**config.mk**
```make
export PLATFORM = sky130hd
export DESIGN_NAME = permutation_shuffle_token_generator
export DESIGN_NICKNAME = d
export VERILOG_FILES = /design/src/sv/psg_pkg.sv /design/src/sv/psg_perm_ram.sv /design/src/sv/psg_ctrl.sv /design/src/sv/permutation_shuffle_token_generator.sv
export SDC_FILE = /design/constraint.sdc
export NUM_CORES = 1
export LEC_CHECK = 0
export BUFFER_PORTS_ARGS = -buffer_cell sky130_fd_sc_hd__clkbuf_2
export CAP_MARGIN = 25
export CELL_PAD_IN_SITES_DETAIL_PLACEMENT = 1
export CELL_PAD_IN_SITES_GLOBAL_PLACEMENT = 1
export CORE_MARGIN = 2
export CORE_UTILIZATION = 45
export CTS_BUF_LIST = sky130_fd_sc_hd__clkbuf_8
export CTS_CLUSTER_DIAMETER = 50
export DETAILED_ROUTE_END_ITERATION = 8
export PLACE_DENSITY_LB_ADDON = 0.25
export SETUP_SLACK_MARGIN = 0.3
export SLEW_MARGIN = 20
export SYNTH_ARGS = -nofsm -noshare
export SYNTH_HDL_FRONTEND = slang
export SYNTH_SLANG_ARGS = --single-unit
export TNS_END_PERCENT = 30
```
**constraint.sdc**
```tcl
create_clock -name clk -period 4.2 [get_ports clk]
set_input_delay 0.84 -clock clk [delete_from_list [all_inputs] [get_ports clk]]
set_output_delay 0.84 -clock clk [all_outputs]
set_load 0.01 [all_outputs]
```
**src/sv/psg_pkg.sv**
```systemverilog
// Types, constants and the base32 character map of the token generator.
package psg_pkg;

  localparam int PERM_DEPTH = 32;
  localparam int IDX_W      = $clog2(PERM_DEPTH);
  localparam int CHAR_W     = 7;

  localparam logic [IDX_W-1:0]  IDX_LAST     = IDX_W'(PERM_DEPTH - 1);
  localparam logic [IDX_W-1:0]  LETTER_COUNT = IDX_W'(26);
  localparam logic [CHAR_W-1:0] CHAR_UPPER_A = 7'd65;
  // '2' minus 26: digits follow the letters in the alphabet
  localparam logic [CHAR_W-1:0] DIGIT_OFFSET = 7'd24;

  localparam logic MODE_SEED     = 1'b0;
  localparam logic MODE_GENERATE = 1'b1;

  typedef struct packed {
    logic       mode;
    logic [7:0] seed_byte;
  } in_item_t;

  typedef struct packed {
    logic [CHAR_W-1:0] token_char;
    logic              last;
  } out_item_t;

  // One access cycle of the permutation memory
  typedef struct packed {
    logic             rd_en;
    logic [IDX_W-1:0] rd_addr;
    logic             wr_en;
    logic [IDX_W-1:0] wr_addr;
    logic [IDX_W-1:0] wr_data;
  } perm_req_t;

  // Map a permutation entry to its base32 ASCII character
  function automatic logic [CHAR_W-1:0] b32_char(input logic [IDX_W-1:0] v);
    logic [CHAR_W-1:0] ext;
    ext = CHAR_W'(v);
    if (v < LETTER_COUNT) begin
      return CHAR_UPPER_A + ext;
    end
    return ext + DIGIT_OFFSET;
  endfunction

endpackage

```
**src/sv/psg_perm_ram.sv**
```systemverilog
// Permutation memory: one write port, one registered read port, reset to identity.
module psg_perm_ram
  import psg_pkg::*;
(
  input  logic             clk,
  input  logic             rst_n,
  input  perm_req_t        req,
  output logic [IDX_W-1:0] rd_data
);

  logic [IDX_W-1:0]      mem [PERM_DEPTH];
  logic [PERM_DEPTH-1:0] valid_r;
  logic [IDX_W-1:0]      rd_data_r;

  // Mark entries once written; an unwritten entry reads as its own index
  always_ff @(posedge clk) begin
    if (!rst_n) begin
      valid_r <= '0;
    end else if (req.wr_en) begin
      valid_r[req.wr_addr] <= 1'b1;
    end
  end

  // Write and registered read
  always_ff @(posedge clk) begin
    if (req.wr_en) begin
      mem[req.wr_addr] <= req.wr_data;
    end
    if (req.rd_en) begin
      rd_data_r <= valid_r[req.rd_addr] ? mem[req.rd_addr] : req.rd_addr;
    end
  end

  assign rd_data = rd_data_r;

endmodule

```
**src/sv/psg_ctrl.sv**
```systemverilog
// Sequencer: seed and keyless swap steps as read-read-write-write, then character readout.
module psg_ctrl
  import psg_pkg::*;
(
  input  logic             clk,
  input  logic             rst_n,
  input  logic             start,
  input  in_item_t         in_item,
  input  logic [IDX_W-1:0] rd_data,
  output perm_req_t        req,
  output logic             busy,
  output logic             out_strobe,
  output out_item_t        out_item
);

  typedef enum logic [2:0] {
    S_IDLE,
    S_RD_A,
    S_RD_B,
    S_WR_A,
    S_WR_B,
    S_OUT
  } state_t;

  state_t           state_r;
  logic             gen_r;
  logic [IDX_W-1:0] key_r;
  logic [IDX_W-1:0] a_r;
  logic [IDX_W-1:0] da_r;
  logic [IDX_W-1:0] ptr_r;
  logic [IDX_W-1:0] seed_pos_r;
  logic             out_vld_r;
  logic             out_last_r;
  logic [IDX_W-1:0] ptr_nxt;

  // New pointer from the first read entry
  assign ptr_nxt = ptr_r + rd_data + key_r;

  // Drive the memory from the current step
  always_comb begin
    req = '0;
    case (state_r)
      S_RD_A: begin
        req.rd_en   = 1'b1;
        req.rd_addr = a_r;
      end
      S_RD_B: begin
        req.rd_en   = 1'b1;
        req.rd_addr = ptr_nxt;
      end
      S_WR_A: begin
        req.wr_en   = 1'b1;
        req.wr_addr = a_r;
        req.wr_data = rd_data;
      end
      S_WR_B: begin
        req.wr_en   = 1'b1;
        req.wr_addr = ptr_r;
        req.wr_data = da_r;
      end
      S_OUT: begin
        req.rd_en   = 1'b1;
        req.rd_addr = a_r;
      end
      default: begin
        req = '0;
      end
    endcase
  end

  // Hold state, pointers and the output strobe
  always_ff @(posedge clk) begin
    if (!rst_n) begin
      state_r    <= S_IDLE;
      ptr_r      <= '0;
      seed_pos_r <= '0;
      out_vld_r  <= 1'b0;
      out_last_r <= 1'b0;
    end else begin
      out_vld_r  <= 1'b0;
      out_last_r <= 1'b0;
      case (state_r)
        S_IDLE: begin
          if (start) begin
            gen_r <= in_item.mode;
            if (in_item.mode == MODE_GENERATE) begin
              a_r   <= '0;
              key_r <= '0;
            end else begin
              a_r   <= seed_pos_r;
              key_r <= in_item.seed_byte[IDX_W-1:0];
            end
            state_r <= S_RD_A;
          end
        end
        S_RD_A: begin
          state_r <= S_RD_B;
        end
        S_RD_B: begin
          da_r    <= rd_data;
          ptr_r   <= ptr_nxt;
          state_r <= S_WR_A;
        end
        S_WR_A: begin
          state_r <= S_WR_B;
        end
        S_WR_B: begin
          if (gen_r == MODE_GENERATE) begin
            a_r <= a_r + 1'b1;
            state_r <= (a_r == IDX_LAST) ? S_OUT : S_RD_A;
          end else begin
            seed_pos_r <= seed_pos_r + 1'b1;
            state_r    <= S_IDLE;
          end
        end
        S_OUT: begin
          out_vld_r  <= 1'b1;
          out_last_r <= (a_r == IDX_LAST);
          a_r        <= a_r + 1'b1;
          if (a_r == IDX_LAST) begin
            state_r <= S_IDLE;
          end
        end
        default: begin
          state_r <= S_IDLE;
        end
      endcase
    end
  end

  assign busy                = (state_r != S_IDLE);
  assign out_strobe          = out_vld_r;
  assign out_item.token_char = b32_char(rd_data);
  assign out_item.last       = out_last_r;

endmodule

```
**src/sv/permutation_shuffle_token_generator.sv**
```systemverilog
// Top level of the permutation shuffle token generator.
//
// Input channel: an item (in_item: mode, seed_byte) is taken at a rising edge
// where start is high and busy is low. Mode seed mixes seed_byte[4:0] into the
// 32-entry permutation; mode generate shuffles it once more and emits a token.
// Result channel: out_strobe marks one character (out_item: token_char, last)
// for a single cycle; the receiver cannot stall and must take it then.
// Each swap step runs through the permutation memory as read first entry,
// read second entry, write first, write second.
// A seed item runs one swap step and gives no result.
// A generate item runs 32 swap steps, then reads out one character per
// cycle; the last character carries the last flag, and busy is low again
// during the last strobe cycle.
// Reset (rst_n low, synchronous) restores the identity permutation through the
// memory's per-entry valid bits, and clears the swap pointer and seed position.
module permutation_shuffle_token_generator
  import psg_pkg::*;
(
  input  logic      clk,
  input  logic      rst_n,
  input  logic      start,
  output logic      busy,
  input  in_item_t  in_item,
  output logic      out_strobe,
  output out_item_t out_item
);

  perm_req_t        req;
  logic [IDX_W-1:0] rd_data;

  // Sequencer
  psg_ctrl u_ctrl (
    .clk        (clk),
    .rst_n      (rst_n),
    .start      (start),
    .in_item    (in_item),
    .rd_data    (rd_data),
    .req        (req),
    .busy       (busy),
    .out_strobe (out_strobe),
    .out_item   (out_item)
  );

  // Permutation memory
  psg_perm_ram u_ram (
    .clk     (clk),
    .rst_n   (rst_n),
    .req     (req),
    .rd_data (rd_data)
  );

endmodule

```
Word-level counts from Yosys, hierarchy flattened
Memory sizes are Yosys's and may differ from the RTL's.
Cells that the tools add are included.
{ "classes": {"addsub": 6, "magnitude_cmp": 4, "mux": 22, "eq_ne": 9, "bitwise_logic": 2, "reduce_logical": 11} }
{ "op_table": {"columns": ["operator", "n"], "rows": [
  ["$or A32 B32 Y32", 1],
  ["$pmux W11 S2", 1],
  ["$mux W5", 4],
  ["$pmux W3 S6", 1],
  ["$pmux W5 S3", 1],
  ["$mux W7", 2],
  ["$lt A5 B6 Y1 const B", 2],
  ["$mux W3", 4],
  ["$pmux W6 S2", 1],
  ["$add A5 B1 Y5 const B", 2],
  ["$add A5 B5 Y5", 2],
  ["$reduce_and A2 Y1", 4],
  ["$add A7 B5 Y7 const A", 1],
  ["$add A5 B5 Y6 const B", 1],
  ["$eq A3 B2 Y1 const B", 2],
  ["$eq A3 B3 Y1 const B", 2],
  ["$mux W1", 6],
  ["$reduce_bool A3 Y1", 2],
  ["$bmux W1 S5", 1],
  ["$demux W1 S5", 1],
  ["$eq A5 B5 Y1 const B", 1],
  ["$ge A5 B1 Y1 const B", 1],
  ["$lt A5 B5 Y1 const B", 1],
  ["$ne A2 B1 Y1 const B", 2],
  ["8 further kinds", 8]
]} }
{ "totals": {"in_bits": 12, "word_cells": 66, "n_memories": 1, "mem_bits_rw": 160, "register_bits": 68} }
{ "mem_list": {"columns": ["memory", "words", "width", "read_ports", "rd_clocked_by_memory_dff", "write_ports", "line", "rtl"], "rows": [
  ["u_ram.mem", 32, 5, 1, 0, 1, "psg_perm_ram.sv:11", "logic [IDX_W-1:0] mem [PERM_DEPTH];"]
]} }

Logic depth before layout (Yosys ltp)
Gate-level depths: netlist of run 1.
{ "logic_depth": {"ltp_word": 7, "mapped_depth": 14, "depth_no_buf": 12} }

By module
Synthesis of run 1 repeated with hierarchy kept, for this count alone.
{ "unflattened": {"cells_unflattened": 608, "area_unflattened_um2": 9604.2} }
{ "by_module_without_submodules": {"columns": ["mod", "seq_area_each_um2", "n_inst", "cells_each", "area_each_um2"], "rows": [
  ["psg_perm_ram", 5595.4, 1, 429, 7775.0],
  ["psg_ctrl", 780.7, 1, 179, 1829.3]
]} }

Worst setup path after synthesis of run 1
OpenSTA, ideal clock, no wires.
{ "synth_path": {"path_kind": "reg-to-reg", "start": "reg u_ram.rd_data_r[1] (netlist: u_ram.rd_data[1])", "end": "reg u_ram.rd_data_r[3] (netlist: u_ram.rd_data[3]) (data pin)", "path_stages_with_launch": 12, "required_time_ns": 3.945, "slack_ns": 0.685, "n_path_buf": 1, "arrival_time_ns": 3.260, "cell_sequence": "edfxtp_1 -> fa_1 -> ha_1 -> fa_1 -> nand4bb_1 -> clkbuf_1 -> and3_1 -> a2111oi_0 -> a31o_2 -> o32ai_1 -> or2_1 -> a31o_1"} }
{ "synth_via": {"elab_chain_len": 6, "word_cells_on_any_way": 7, "cone_classes": "2 x add/sub; 4 x mux; 1 x memory"} }
{ "synth_lines": {"columns": ["element", "line", "rtl"], "rows": [
  ["start, declared", "psg_perm_ram.sv:13", "logic [IDX_W-1:0] rd_data_r;"],
  ["start signal, assigned", "psg_perm_ram.sv:30", "rd_data_r <= valid_r[req.rd_addr] ? mem[req.rd_addr] : req.rd_addr;"],
  ["$add A5 B5 Y5 * (2 in a row)", "psg_ctrl.sv:37", "assign ptr_nxt = ptr_r + rd_data + key_r;"],
  ["named net u_ctrl.ptr_nxt[2]", "psg_ctrl.sv:34", "logic [IDX_W-1:0] ptr_nxt;"],
  ["$pmux W6 S2 *", "psg_ctrl.sv:42", "case (state_r)"],
  ["$bmux W1 S5", "psg_perm_ram.sv:30", null],
  ["$mux W1 (not written as such)", "psg_perm_ram.sv:30", null],
  ["$mux W5 *", "psg_perm_ram.sv:30", null]
]} }
The timed path passes the listed nets; every way through them passes the cells marked *. The select of a mux whose other input is x is not followed.
A chain may end at the register's enable or synchronous reset.

Worst setup path in the final report of run 1
{ "layout_path": {"start": "reg u_ram.rd_data_r[1] (netlist: u_ram.rd_data[1])", "end": "reg u_ram.rd_data_r[2] (netlist: u_ram.rd_data[2]) (data pin)"} }
The elaborated chain is that of the path after synthesis.

==> impl_metrics.tcl, run 1 <==
set metrics [dict create \
    status "finished, final reports clean" \
    yosys_warnings 0 \
    min_from "u_ram.valid_r[9]$_SDFFE_PN0P_" \
    r2r_end "u_ram.rd_data[2]$_DFFE_PN_" \
    final_common_cell "edfxtp_1" \
    synth_edf_count 181 \
    drt_iter0_drc 569 \
    n_antenna_cell 0 \
    end_kind "register" \
    antenna_found_initial 0 \
    rows 54 \
    switchingPower_mw 2.00 \
    synth_ff_type "edfxtp_1" \
    top_level_ports 22 \
    hold_buffers 0 \
    synth_area_um2 9910 \
    place_hpwl_um 18500 \
    fp.coreArea_um2 21700 \
    area_growth_pct 14.1 \
    p_clk_share_pct 31.7 \
    cp.arrival_ns 4.02 \
    skew_ns 0.0320 \
    grt_pass1_wl_um 43700 \
    initial_utilization_pct 45.7 \
    reg2reg_depth 11 \
    r2r_slack_ns 0.43 \
    critPathRequiredTime_ns 4.46 \
    grt_max_degree 39 \
    slew_headroom_pct 22.1 \
    netlist_instances 837 \
    hold_slack_ns 0.458 \
    fmax_mhz 265 \
    swShare_pct 31.9 \
    layout.nets 899 \
    synthArstFlopShare_pct 0 \
    path_max_fanout 16 \
    slowest_stage "fa_1" \
    port_buffers 18 \
    min_period_ns 3.77 \
    worstMarginPinSlew_ns 1.17 \
    ctsLongestPathBuffers 3 \
    intPower_mw 4.26 \
    slowest_delay_ns 0.62 \
    die_x_um 152 \
    crit_top_cell "fa_1" \
    hold_class "reg2reg" \
    combPwrFrac_pct 26.9 \
    wirelength_um 27900 \
    critPathKind "reg2reg" \
    worstSetupStartpoint "u_ram.rd_data[1]$_DFFE_PN_" \
    holdPathEnd "u_ram.valid_r[9]$_SDFFE_PN0P_" \
    drc 0 \
    finalSetupTns_ns 0 \
    ant_nets 0 \
    ys_seq_area_share_pct 64.3 \
    cts.sinks 228 \
    setup_viol 0 \
    worst_setup_path_start_kind "register" \
    overflow 0 \
    clk_pin_slew_worst_paths_ns 0.06 \
    cts_tree "yes" \
    insertion_delay_ns 0.54 \
    vias 7139 \
    first_pass_iters 5 \
    final_cell_mix "181 x edfxtp_1, 117 x nand2_1, 101 x nor2_1" \
    yosys_register_bits 228 \
    via_per_inst 6.04 \
    p_seq_share_pct 41.5 \
    r2r_start "u_ram.rd_data[1]$_DFFE_PN_" \
    synth_cell_types 61 \
    rsz0062_at_grt "no" \
    design.die.area_um2 23200 \
    finalHoldViolations 0 \
    synth.avg_cell_area_um2 11.8 \
    h-tree-depth 2 \
    hold_path_depth 2 \
    grt_pass1_vias 7648 \
    syn_nets 863 \
    crit_chain "fa_1 -> ha_2 -> fa_1 -> nand4bb_4 -> nand2_2 -> buf_12 -> a2111oi_0 -> or4_1 -> o22ai_2 -> or2_4 -> a32oi_1" \
    p_per_area_nw_per_um2 554 \
    maxCapViolations 0 \
    ir_drop_mv 0.237 \
    slew_viol_final 0 \
    drive_above_1_share_pct 14.8 \
    cts_root_buf "clkbuf_8" \
    period_share_pct 89.7 \
    grt_use_total_pct 24.2 \
    wl_per_cell_um 23.7 \
    numCtsBuffers 37 \
    p_leak_nw 3.97 \
    gp_congestion 0.912 \
    die_y_um 152 \
]
==> registers in the layout, summed over array words and instances, names as in the netlist <==
register           count
u_ctrl.da_r            5
u_ctrl.seed_pos_r      5
u_ram.valid_r         32
u_ram.mem            160
u_ctrl.key_r           5
u_ctrl.ptr_r           5
u_ctrl.a_r             5
u_ctrl.state_r         3
u_ctrl.gen_r           1
u_ram.rd_data          5
u_ctrl.out_strobe      1
u_ctrl.out_last_r      1
==> per-layer routing <==
metal  share of wire [%]  wire, µm  global-route usage, %
met1                  41     11600                   30.6
met5                   0         0                      0
met3                 5.6      1570                   4.84
met4                 3.0       827                   11.0
met2                  50     14000                   40.2
==> worst max-delay path by stage <==
| stage | to | slack [ns] | depth (start not counted) |
|---|---|---|---|
| finish | u_ram.rd_data[2]$_DFFE_PN_ | 0.43 | 11 |
| floorplan | u_ram.rd_data[3]$_DFFE_PN_ | 0.68 | 11 |
| CTS | u_ram.rd_data[4]$_DFFE_PN_ | 0.30 | 11 |
| detailed placement | u_ram.rd_data[2]$_DFFE_PN_ | 0.23 | 11 |
| global placement | u_ram.rd_data[3]$_DFFE_PN_ | 0.26 | 11 |
| global route | u_ram.rd_data[0]$_DFFE_PN_ | 0.31 | 12 |
==> final cells by class <==
cell class	count	area [µm²]
sequential	228	6380
multi-input combinational	541	3330
timing repair buffer	54	434
tap	280	350
clock buffer	46	633
inverter	11	41.3
fill	2226	10400
clock inverter	21	140
==> synth_stat cells (all sizes together), types with 2 or more instances <==
| cell | count | area share [%] |
|---|---|---|
| edfxtp | 181 | 55 |
| a211o | 3 | 0.27 |
| ha | 9 | 1.1 |
| o21ai | 23 | 1.2 |
| fa | 5 | 1.0 |
| a2111oi | 14 | 1.2 |
| a21o | 2 | 0.16 |
| a32oi | 3 | 0.27 |
| and2 | 3 | 0.19 |
| xor2 | 4 | 0.35 |
| and3b | 2 | 0.18 |
| nand2 | 119 | 4.5 |
| a211oi | 31 | 2.3 |
| nor2b | 7 | 0.44 |
| nand3b | 10 | 0.76 |
| or4 | 3 | 0.27 |
| a22o | 8 | 0.71 |
| buf | 28 | 1.6 |
| a311oi | 25 | 2.2 |
| o21a | 8 | 0.61 |
| nand4bb | 2 | 0.23 |
| nor3 | 4 | 0.20 |
| nor2 | 101 | 3.8 |
| mux2i | 7 | 0.71 |
| nand3 | 30 | 1.5 |
| dfxtp | 47 | 9.5 |
| nand2b | 4 | 0.25 |
| nand4 | 2 | 0.13 |
| o31ai | 2 | 0.15 |
| and3 | 44 | 2.8 |
| a21oi | 15 | 0.83 |
| xnor2 | 10 | 0.88 |
| inv | 11 | 0.42 |
| a31o | 3 | 0.27 |
| a31oi | 18 | 1.1 |
| clkbuf | 29 | 1.1 |
| a22oi | 3 | 0.23 |
==> per-stage QoR <==
step           cell area, µm²  cells  power, mW  worst slack (ns)  util, %
2_1_floorplan            9910    837       3.61             0.685        -
3_3_place_gp            10400   1111       4.12             0.255     47.9
3_5_place_dp            10400   1111       4.20             0.232     47.9
4_1_cts                 11200   1181       6.24             0.300     51.8
5_1_grt                 11300   1181       6.54             0.306     52.2
6_report                11300   1181       6.26             0.431     52.2
==> critical path: cells and delay by family (launching register included) <==
family | cells | cell delay (ns)
and+or+nand+nor | 4 | 1.12
AOI/OAI and AO/OA | 3 | 0.46
adders and majority gates | 3 | 1.29
buffers and inverters | 1 | 0.18
DFF | 1 | 0.44
==> cell families (layout without fill, tap and decap cells) <==
| kind of cell | Yosys count | in the layout | share of synthesized area (%) |
|---|---|---|---|
| multiplexers | 8 | 8 | 0.821 |
| buffers and inverters | 68 | 132 | 3.12 |
| AND/OR/NAND/NOR | 338 | 338 | 15.9 |
| XOR/XNOR | 14 | 14 | 1.24 |
| flip-flops | 228 | 228 | 64.3 |
| adder cells (fa/ha/maj) | 14 | 14 | 2.15 |
| AO/OA/AOI/OAI | 167 | 167 | 12.4 |
==> power groups by stage <==
| stage | clock, mW | sequential (mW) | combinational, mW |
|---|---|---|---|
| 2_1_floorplan | 0 | 2.62 | 0.992 |
| 6_report | 1.98 | 2.60 | 1.68 |
| 3_3_place_gp | 0 | 2.64 | 1.48 |
| 3_5_place_dp | 0 | 2.65 | 1.55 |
| 4_1_cts | 2.02 | 2.60 | 1.62 |
| 5_1_grt | 2.12 | 2.60 | 1.81 |
==> timing repair <==
item | in CTS | in global routing
gates resized for setup | 10 | 17
pin swaps | 1 | 7
gates cloned | 1 | 0
buffers inserted | 2 | 0
setup endpoints to repair | 5 | 5
Note: power is estimated with default switching activity, not from simulation.
==> run 2, diff against run 1 <==
Settings changed: CORE_UTILIZATION 45 to 53.
==> run 2 against run 1 <==
Compared with the run above:
- final area grew 0.59%
- critical endpoint is now u_ram.rd_data[3]$_DFFE_PN_
- clock power shrank 9.6%
- final cell count shrank 3.2%
- register-to-register slack lost 0.13 ns
- via count grew 6.1%
- first-iteration DRC count grew 24%
- total power grew 0.16%
- sequential cell count is the same
- clock-buffer cell count shrank 5
==> impl_metrics.tcl, run 2 (same netlist as run 1, synthesis figures left out) <==
set metrics [dict create \
    largest_register_ffs 160 \
    hold_class "reg2reg" \
    switchingPower_mw 2.15 \
    drc 0 \
    grt_pass1_vias 7786 \
    critPathKind "reg2reg" \
    ctsLongestPathBuffers 3 \
    numCtsBuffers 37 \
    maxCapViolations 0 \
    worstSetupStartpoint "u_ctrl.key_r[1]$_SDFFCE_PP0P_" \
    top_level_ports 22 \
    cts_tree "yes" \
    via_per_inst 6.63 \
    end_kind "register" \
    r2r_start "u_ctrl.key_r[1]$_SDFFCE_PP0P_" \
    reg_top3 "u_ram.mem: 160 flops, u_ram.valid_r: 32 flops" \
    cp.arrival_ns 4.19 \
    rows 50 \
    r2r_end "u_ram.rd_data[3]$_DFFE_PN_" \
    wl_per_cell_um 26.8 \
    vias 7574 \
    h-tree-depth 2 \
    fin_total_pwr_mw 6.27 \
    fp.coreArea_um2 18500 \
    antenna_found_initial 0 \
    r2r_slack_ns 0.30 \
    worst_setup_path_start_kind "register" \
    crit_chain "fa_1 -> ha_2 -> fa_2 -> nand4bb_4 -> clkbuf_16 -> and3_1 -> a2111oi_2 -> or4_4 -> o32ai_2 -> or2_4 -> a31o_1" \
    status "finished, final reports clean" \
    regMostFlops "u_ram.mem" \
    skew_ns 0.0345 \
    initial_utilization_pct 53.5 \
    die_x_um 141 \
    grt_use_total_pct 29.6 \
    insertion_delay_ns 0.56 \
    min_period_ns 3.90 \
    slew_headroom_pct 22.8 \
    path_max_fanout 5 \
    reg2reg_depth 11 \
    slew_viol_final 0 \
    slowest_stage "fa_2" \
    overflow 0 \
    gp_congestion 0.902 \
    final_area_um2 11400 \
    p_leak_nw 4.00 \
    combPwrFrac_pct 30.0 \
    holdPathEnd "u_ram.valid_r[27]$_SDFFE_PN0P_" \
    final_common_cell "edfxtp_1" \
    drive_above_1_share_pct 16.0 \
    place_hpwl_um 18600 \
    fmax_mhz 256 \
    hold_path_depth 1 \
    setup_viol 0 \
    layout.nets 905 \
    min_from "u_ram.valid_r[27]$_SDFFE_PN0P_" \
    grt_pass1_wl_um 44600 \
    p_per_area_nw_per_um2 551 \
    cts.sinks 228 \
    area_growth_pct 14.8 \
    ant_nets 0 \
    first_pass_iters 5 \
    critPathRequiredTime_ns 4.49 \
    die_y_um 141 \
    port_buffers 18 \
    worstMarginPinSlew_ns 1.16 \
    design.die.area_um2 19800 \
    cts_root_buf "clkbuf_8" \
    slowest_delay_ns 0.61 \
    wirelength_um 30700 \
    p_clk_share_pct 28.6 \
    final_cell_mix "181 x edfxtp_1, 117 x nand2_1, 101 x nor2_1" \
    rsz0062_at_grt "yes" \
    finalSetupTns_ns 0 \
    period_share_pct 92.8 \
    p_seq_share_pct 41.4 \
    placed_area_um2 10300 \
    ir_drop_mv 0.283 \
    hold_buffers 0 \
    clk_pin_slew_worst_paths_ns 0.06 \
    intPower_mw 4.12 \
    drt_iter0_drc 706 \
    swShare_pct 34.3 \
    finalHoldViolations 0 \
    n_fill_cell 1899 \
    grt_max_degree 34 \
]
run 2: changes by cell type in the layout (fill, tap and decap cells not counted), sizes merged:
| cell | delta |
|---|---|
| diode | +1 |
| clkinv | +4 |
| clkinvlp | +1 |
| clkbuf | -2 |
| bufinv | -2 |
| buf | +4 |
| bufbuf | -1 |
| inv | +3 |
run 2: power groups by stage:
stage	Combinational [mW]	Clock [mW]	Sequential [mW]
CTS	1.63	1.79	2.60
detailed placement	1.54	0	2.65
global placement	1.47	0	2.64
finish	1.88	1.79	2.60
global route	1.98	1.89	2.60
floorplan	0.992	0	2.62
run 2: how the worst max path moves through the flow:
stage | to | depth (start not counted)
6_report | u_ram.rd_data[3]$_DFFE_PN_ | 11
3_5_place_dp | u_ram.rd_data[1]$_DFFE_PN_ | 11
5_1_grt | u_ram.rd_data[3]$_DFFE_PN_ | 11
2_1_floorplan | u_ram.rd_data[3]$_DFFE_PN_ | 11
3_3_place_gp | u_ram.rd_data[2]$_DFFE_PN_ | 11
4_1_cts | u_ram.rd_data[3]$_DFFE_PN_ | 11
run 2: metal layers:
| layer | track usage, % | vias up | part of all wire, % |
|---|---|---|---|
| li1 | - | 3222 | - |
| met1 | 37.1 | 3799 | 37 |
| met2 | 50.3 | 446 | 50 |
| met3 | 5.54 | 107 | 8.1 |
| met4 | 13.6 | 0 | 4.5 |
| met5 | 0 | - | 0 |
run 2: critical path, delay by kind of cell (launching register included):
kind | cells | cell delay (ns)
adders and majority gates | 3 | 1.33
and+or+nand+nor | 4 | 0.97
AOI/OAI and AO/OA | 3 | 0.69
DFF | 1 | 0.42
buffers and inverters | 1 | 0.25
run 2: layout make-up:
| type | instances | area, µm² | share of cell area (%) |
|---|---|---|---|
| flip-flops and latches | 228 | 6380 | 56.1 |
| diodes | 1 | 2.50 | 0.0220 |
| well taps | 234 | 293 | 2.57 |
| clock inverters | 27 | 110 | 0.968 |
| inverters | 11 | 41.3 | 0.363 |
| repair buffers | 60 | 552 | 4.85 |
| clock buffers | 41 | 564 | 4.96 |
| multi-input cells | 541 | 3440 | 30.2 |
run 2: what timing repair did:
| item | CTS | global route |
|---|---|---|
| endpoints found under the setup margin | 5 | 5 |
| gates cloned | 1 | 4 |
| setup buffers | 2 | 5 |
| resized for setup | 6 | 45 |
| pin swaps | 3 | 11 |
run 2: per-stage QoR:
step,std cells,worst slack (ns),hold WS [ns],utilization [%]
5_1_grt,1142,0.162,0.498,61.4
2_1_floorplan,837,0.685,0.432,-
6_report,1143,0.301,0.474,61.4
3_3_place_gp,1061,0.247,0.439,55.6
3_5_place_dp,1062,0.126,0.452,55.7
4_1_cts,1133,0.304,0.465,59.8
==> run 3, diff against run 2 <==
Settings changed: BUFFER_PORTS_ARGS -buffer_cell sky130_fd_sc_hd__clkbuf_2 to unset, CORE_UTILIZATION 53 to 54, DONT_BUFFER_PORTS set to 1, MAX_ROUTING_LAYER set to met4.
==> run 3 against run 2 <==
Compared with the run above:
- final area down 1.3%
- clock skew is 0.0059 ns lower
- total power rose by 0.46%
- global-route usage up 0.58 points
- clock-buffer cell count increased by 4
- clock power rose by 8%
- via count shrank 2.5%
- sequential share of layout area grew 0.73 points
- sequential power about the same
- sequential cell count stayed put
- critical path type unchanged
- largest cell class unchanged
- largest power group unchanged
==> impl_metrics.tcl, run 3 (same netlist as run 1, synthesis figures left out) <==
set metrics [dict create \
    h-tree-depth 2 \
    setup_viol 0 \
    wl_per_cell_um 26.3 \
    swShare_pct 33.4 \
    min_from "in_item[8]" \
    insertion_delay_ns 0.54 \
    first_pass_iters 5 \
    critPathKind "reg2reg" \
    antenna_found_initial 0 \
    register_area_um2 6380 \
    fin_total_pwr_mw 6.30 \
    grt_max_degree 35 \
    cts_root_buf "clkbuf_8" \
    rsz0062_at_grt "no" \
    p_per_area_nw_per_um2 561 \
    finalHoldViolations 0 \
    p_clk_share_pct 30.7 \
    die_x_um 139 \
    finalSetupTns_ns 0 \
    place_hpwl_um 18300 \
    ir_drop_mv 0.352 \
    ant_nets 0 \
    r2r_start "u_ctrl.key_r[1]$_SDFFCE_PP0P_" \
    die_y_um 139 \
    grt_use_total_pct 30.2 \
    n_antenna_cell 0 \
    critPathRequiredTime_ns 4.47 \
    p_leak_nw 3.93 \
    multi_input_area_um2 3380 \
    numCtsBuffers 38 \
    end_kind "register" \
    final_cell_mix "181 x edfxtp_1, 117 x nand2_1, 101 x nor2_1" \
    drt_iter0_drc 624 \
    period_share_pct 93.9 \
    hold_slack_ns 0.404 \
    intPower_mw 4.19 \
    clk_pin_slew_worst_paths_ns 0.06 \
    worst_setup_path_start_kind "register" \
    hold_class "in2reg" \
    largest_register_ffs 160 \
    vias 7388 \
    port_buffers 0 \
    top_level_ports 22 \
    grt_pass1_vias 7682 \
    regMostFlops "u_ram.mem" \
    combPwrFrac_pct 28.1 \
    reg_top3 "u_ram.mem: 160 flops, u_ram.valid_r: 32 flops" \
    fmax_mhz 254 \
    hold_buffers 0 \
    layout.nets 887 \
    rows 49 \
    ctsLongestPathBuffers 3 \
    drc 0 \
    n_fill_cell 1760 \
    fp.coreArea_um2 18000 \
    design.die.area_um2 19500 \
    final_common_cell "edfxtp_1" \
    worstMarginPinSlew_ns 1.16 \
    p_seq_share_pct 41.2 \
    cts_tree "yes" \
    min_period_ns 3.94 \
    wirelength_um 29500 \
    switchingPower_mw 2.11 \
    cts.sinks 228 \
    overflow 0 \
    via_per_inst 6.60 \
    worstSetupStartpoint "u_ctrl.key_r[1]$_SDFFCE_PP0P_" \
    skew_ns 0.0286 \
    gp_congestion 0.947 \
    path_max_fanout 22 \
    initial_utilization_pct 55.2 \
    slew_viol_final 0 \
    maxCapViolations 0 \
    slew_headroom_pct 22.1 \
    cp.arrival_ns 4.21 \
    drive_above_1_share_pct 13.7 \
    grt_pass1_wl_um 43900 \
    area_growth_pct 13.3 \
    status "finished, final reports clean" \
]
[run 3: cell types whose count changed in the layout (fill, tap and decap cells not counted), sizes merged]
cell / change
buf: -1
bufinv: +1
clkbuf: -14
clkinv: -6
clkinvlp: +1
diode: -1
inv: +1
[run 3: routing by layer]
metal	share of wire [%]	track usage [%]	vias up
met4	4.3	13.5	0
met5	0	-	-
met3	7.0	5.44	117
met2	50	48.9	380
met1	39	37.5	3711
li1	-	-	3180
[run 3: stage by stage]
stage          cell area, µm²  cells  worst slack (ns)  util (%)
3_5_place_dp            10200   1043             0.145      56.9
2_1_floorplan            9910    837             0.685         -
4_1_cts                 11000   1113             0.255      61.2
6_report                11200   1119             0.257      62.5
3_3_place_gp            10200   1042             0.330      56.9
5_1_grt                 11200   1119             0.207      62.5
[run 3: final timing paths]
check	end	slack (ns)	depth (start not counted)
setup reg to reg	u_ram.rd_data[0]$_DFFE_PN_	0.26	11
hold / removal	u_ctrl.gen_r$_DFFE_PP_	0.40	0
hold reg to reg	u_ram.valid_r[4]$_SDFFE_PN0P_	0.47	2
setup / recovery	u_ram.rd_data[0]$_DFFE_PN_	0.26	11
[run 3: power by group through the flow]
stage	Sequential [mW]	Combinational [mW]	Clock, mW
floorplan	2.62	0.992	0
global placement	2.64	1.43	0
detailed placement	2.64	1.50	0
CTS	2.59	1.55	1.93
global route	2.60	1.88	2.03
finish	2.59	1.77	1.94
[run 3: area by class of cell]
cell class              count  area share, %
inverters                  11          0.368
clock buffers              45           5.51
flip-flops and latches    228           56.8
multi-input cells         541           30.1
repair buffers             41           3.58
clock inverters            24           1.13
well taps                 229           2.55
[run 3: what timing repair did]
action | 4_1_cts | 5_1_grt
pin swaps | 0 | 11
cloned | 0 | 3
endpoints found under the setup margin | 5 | 5
setup buffers | 1 | 3
resized for setup | 5 | 34
[run 3: worst max-delay path: stages, from the launching register on]
cell and delay (ns):
edfxtp_1 0.41, fa_1 0.49, ha_2 0.20, fa_1 0.59
nand4bb_4 0.16, buf_12 0.21, and3_1 0.20, a2111oi_1 0.53
or4_4 0.29, o32ai_4 0.11, nor3_1 0.37, a31oi_2 0.10
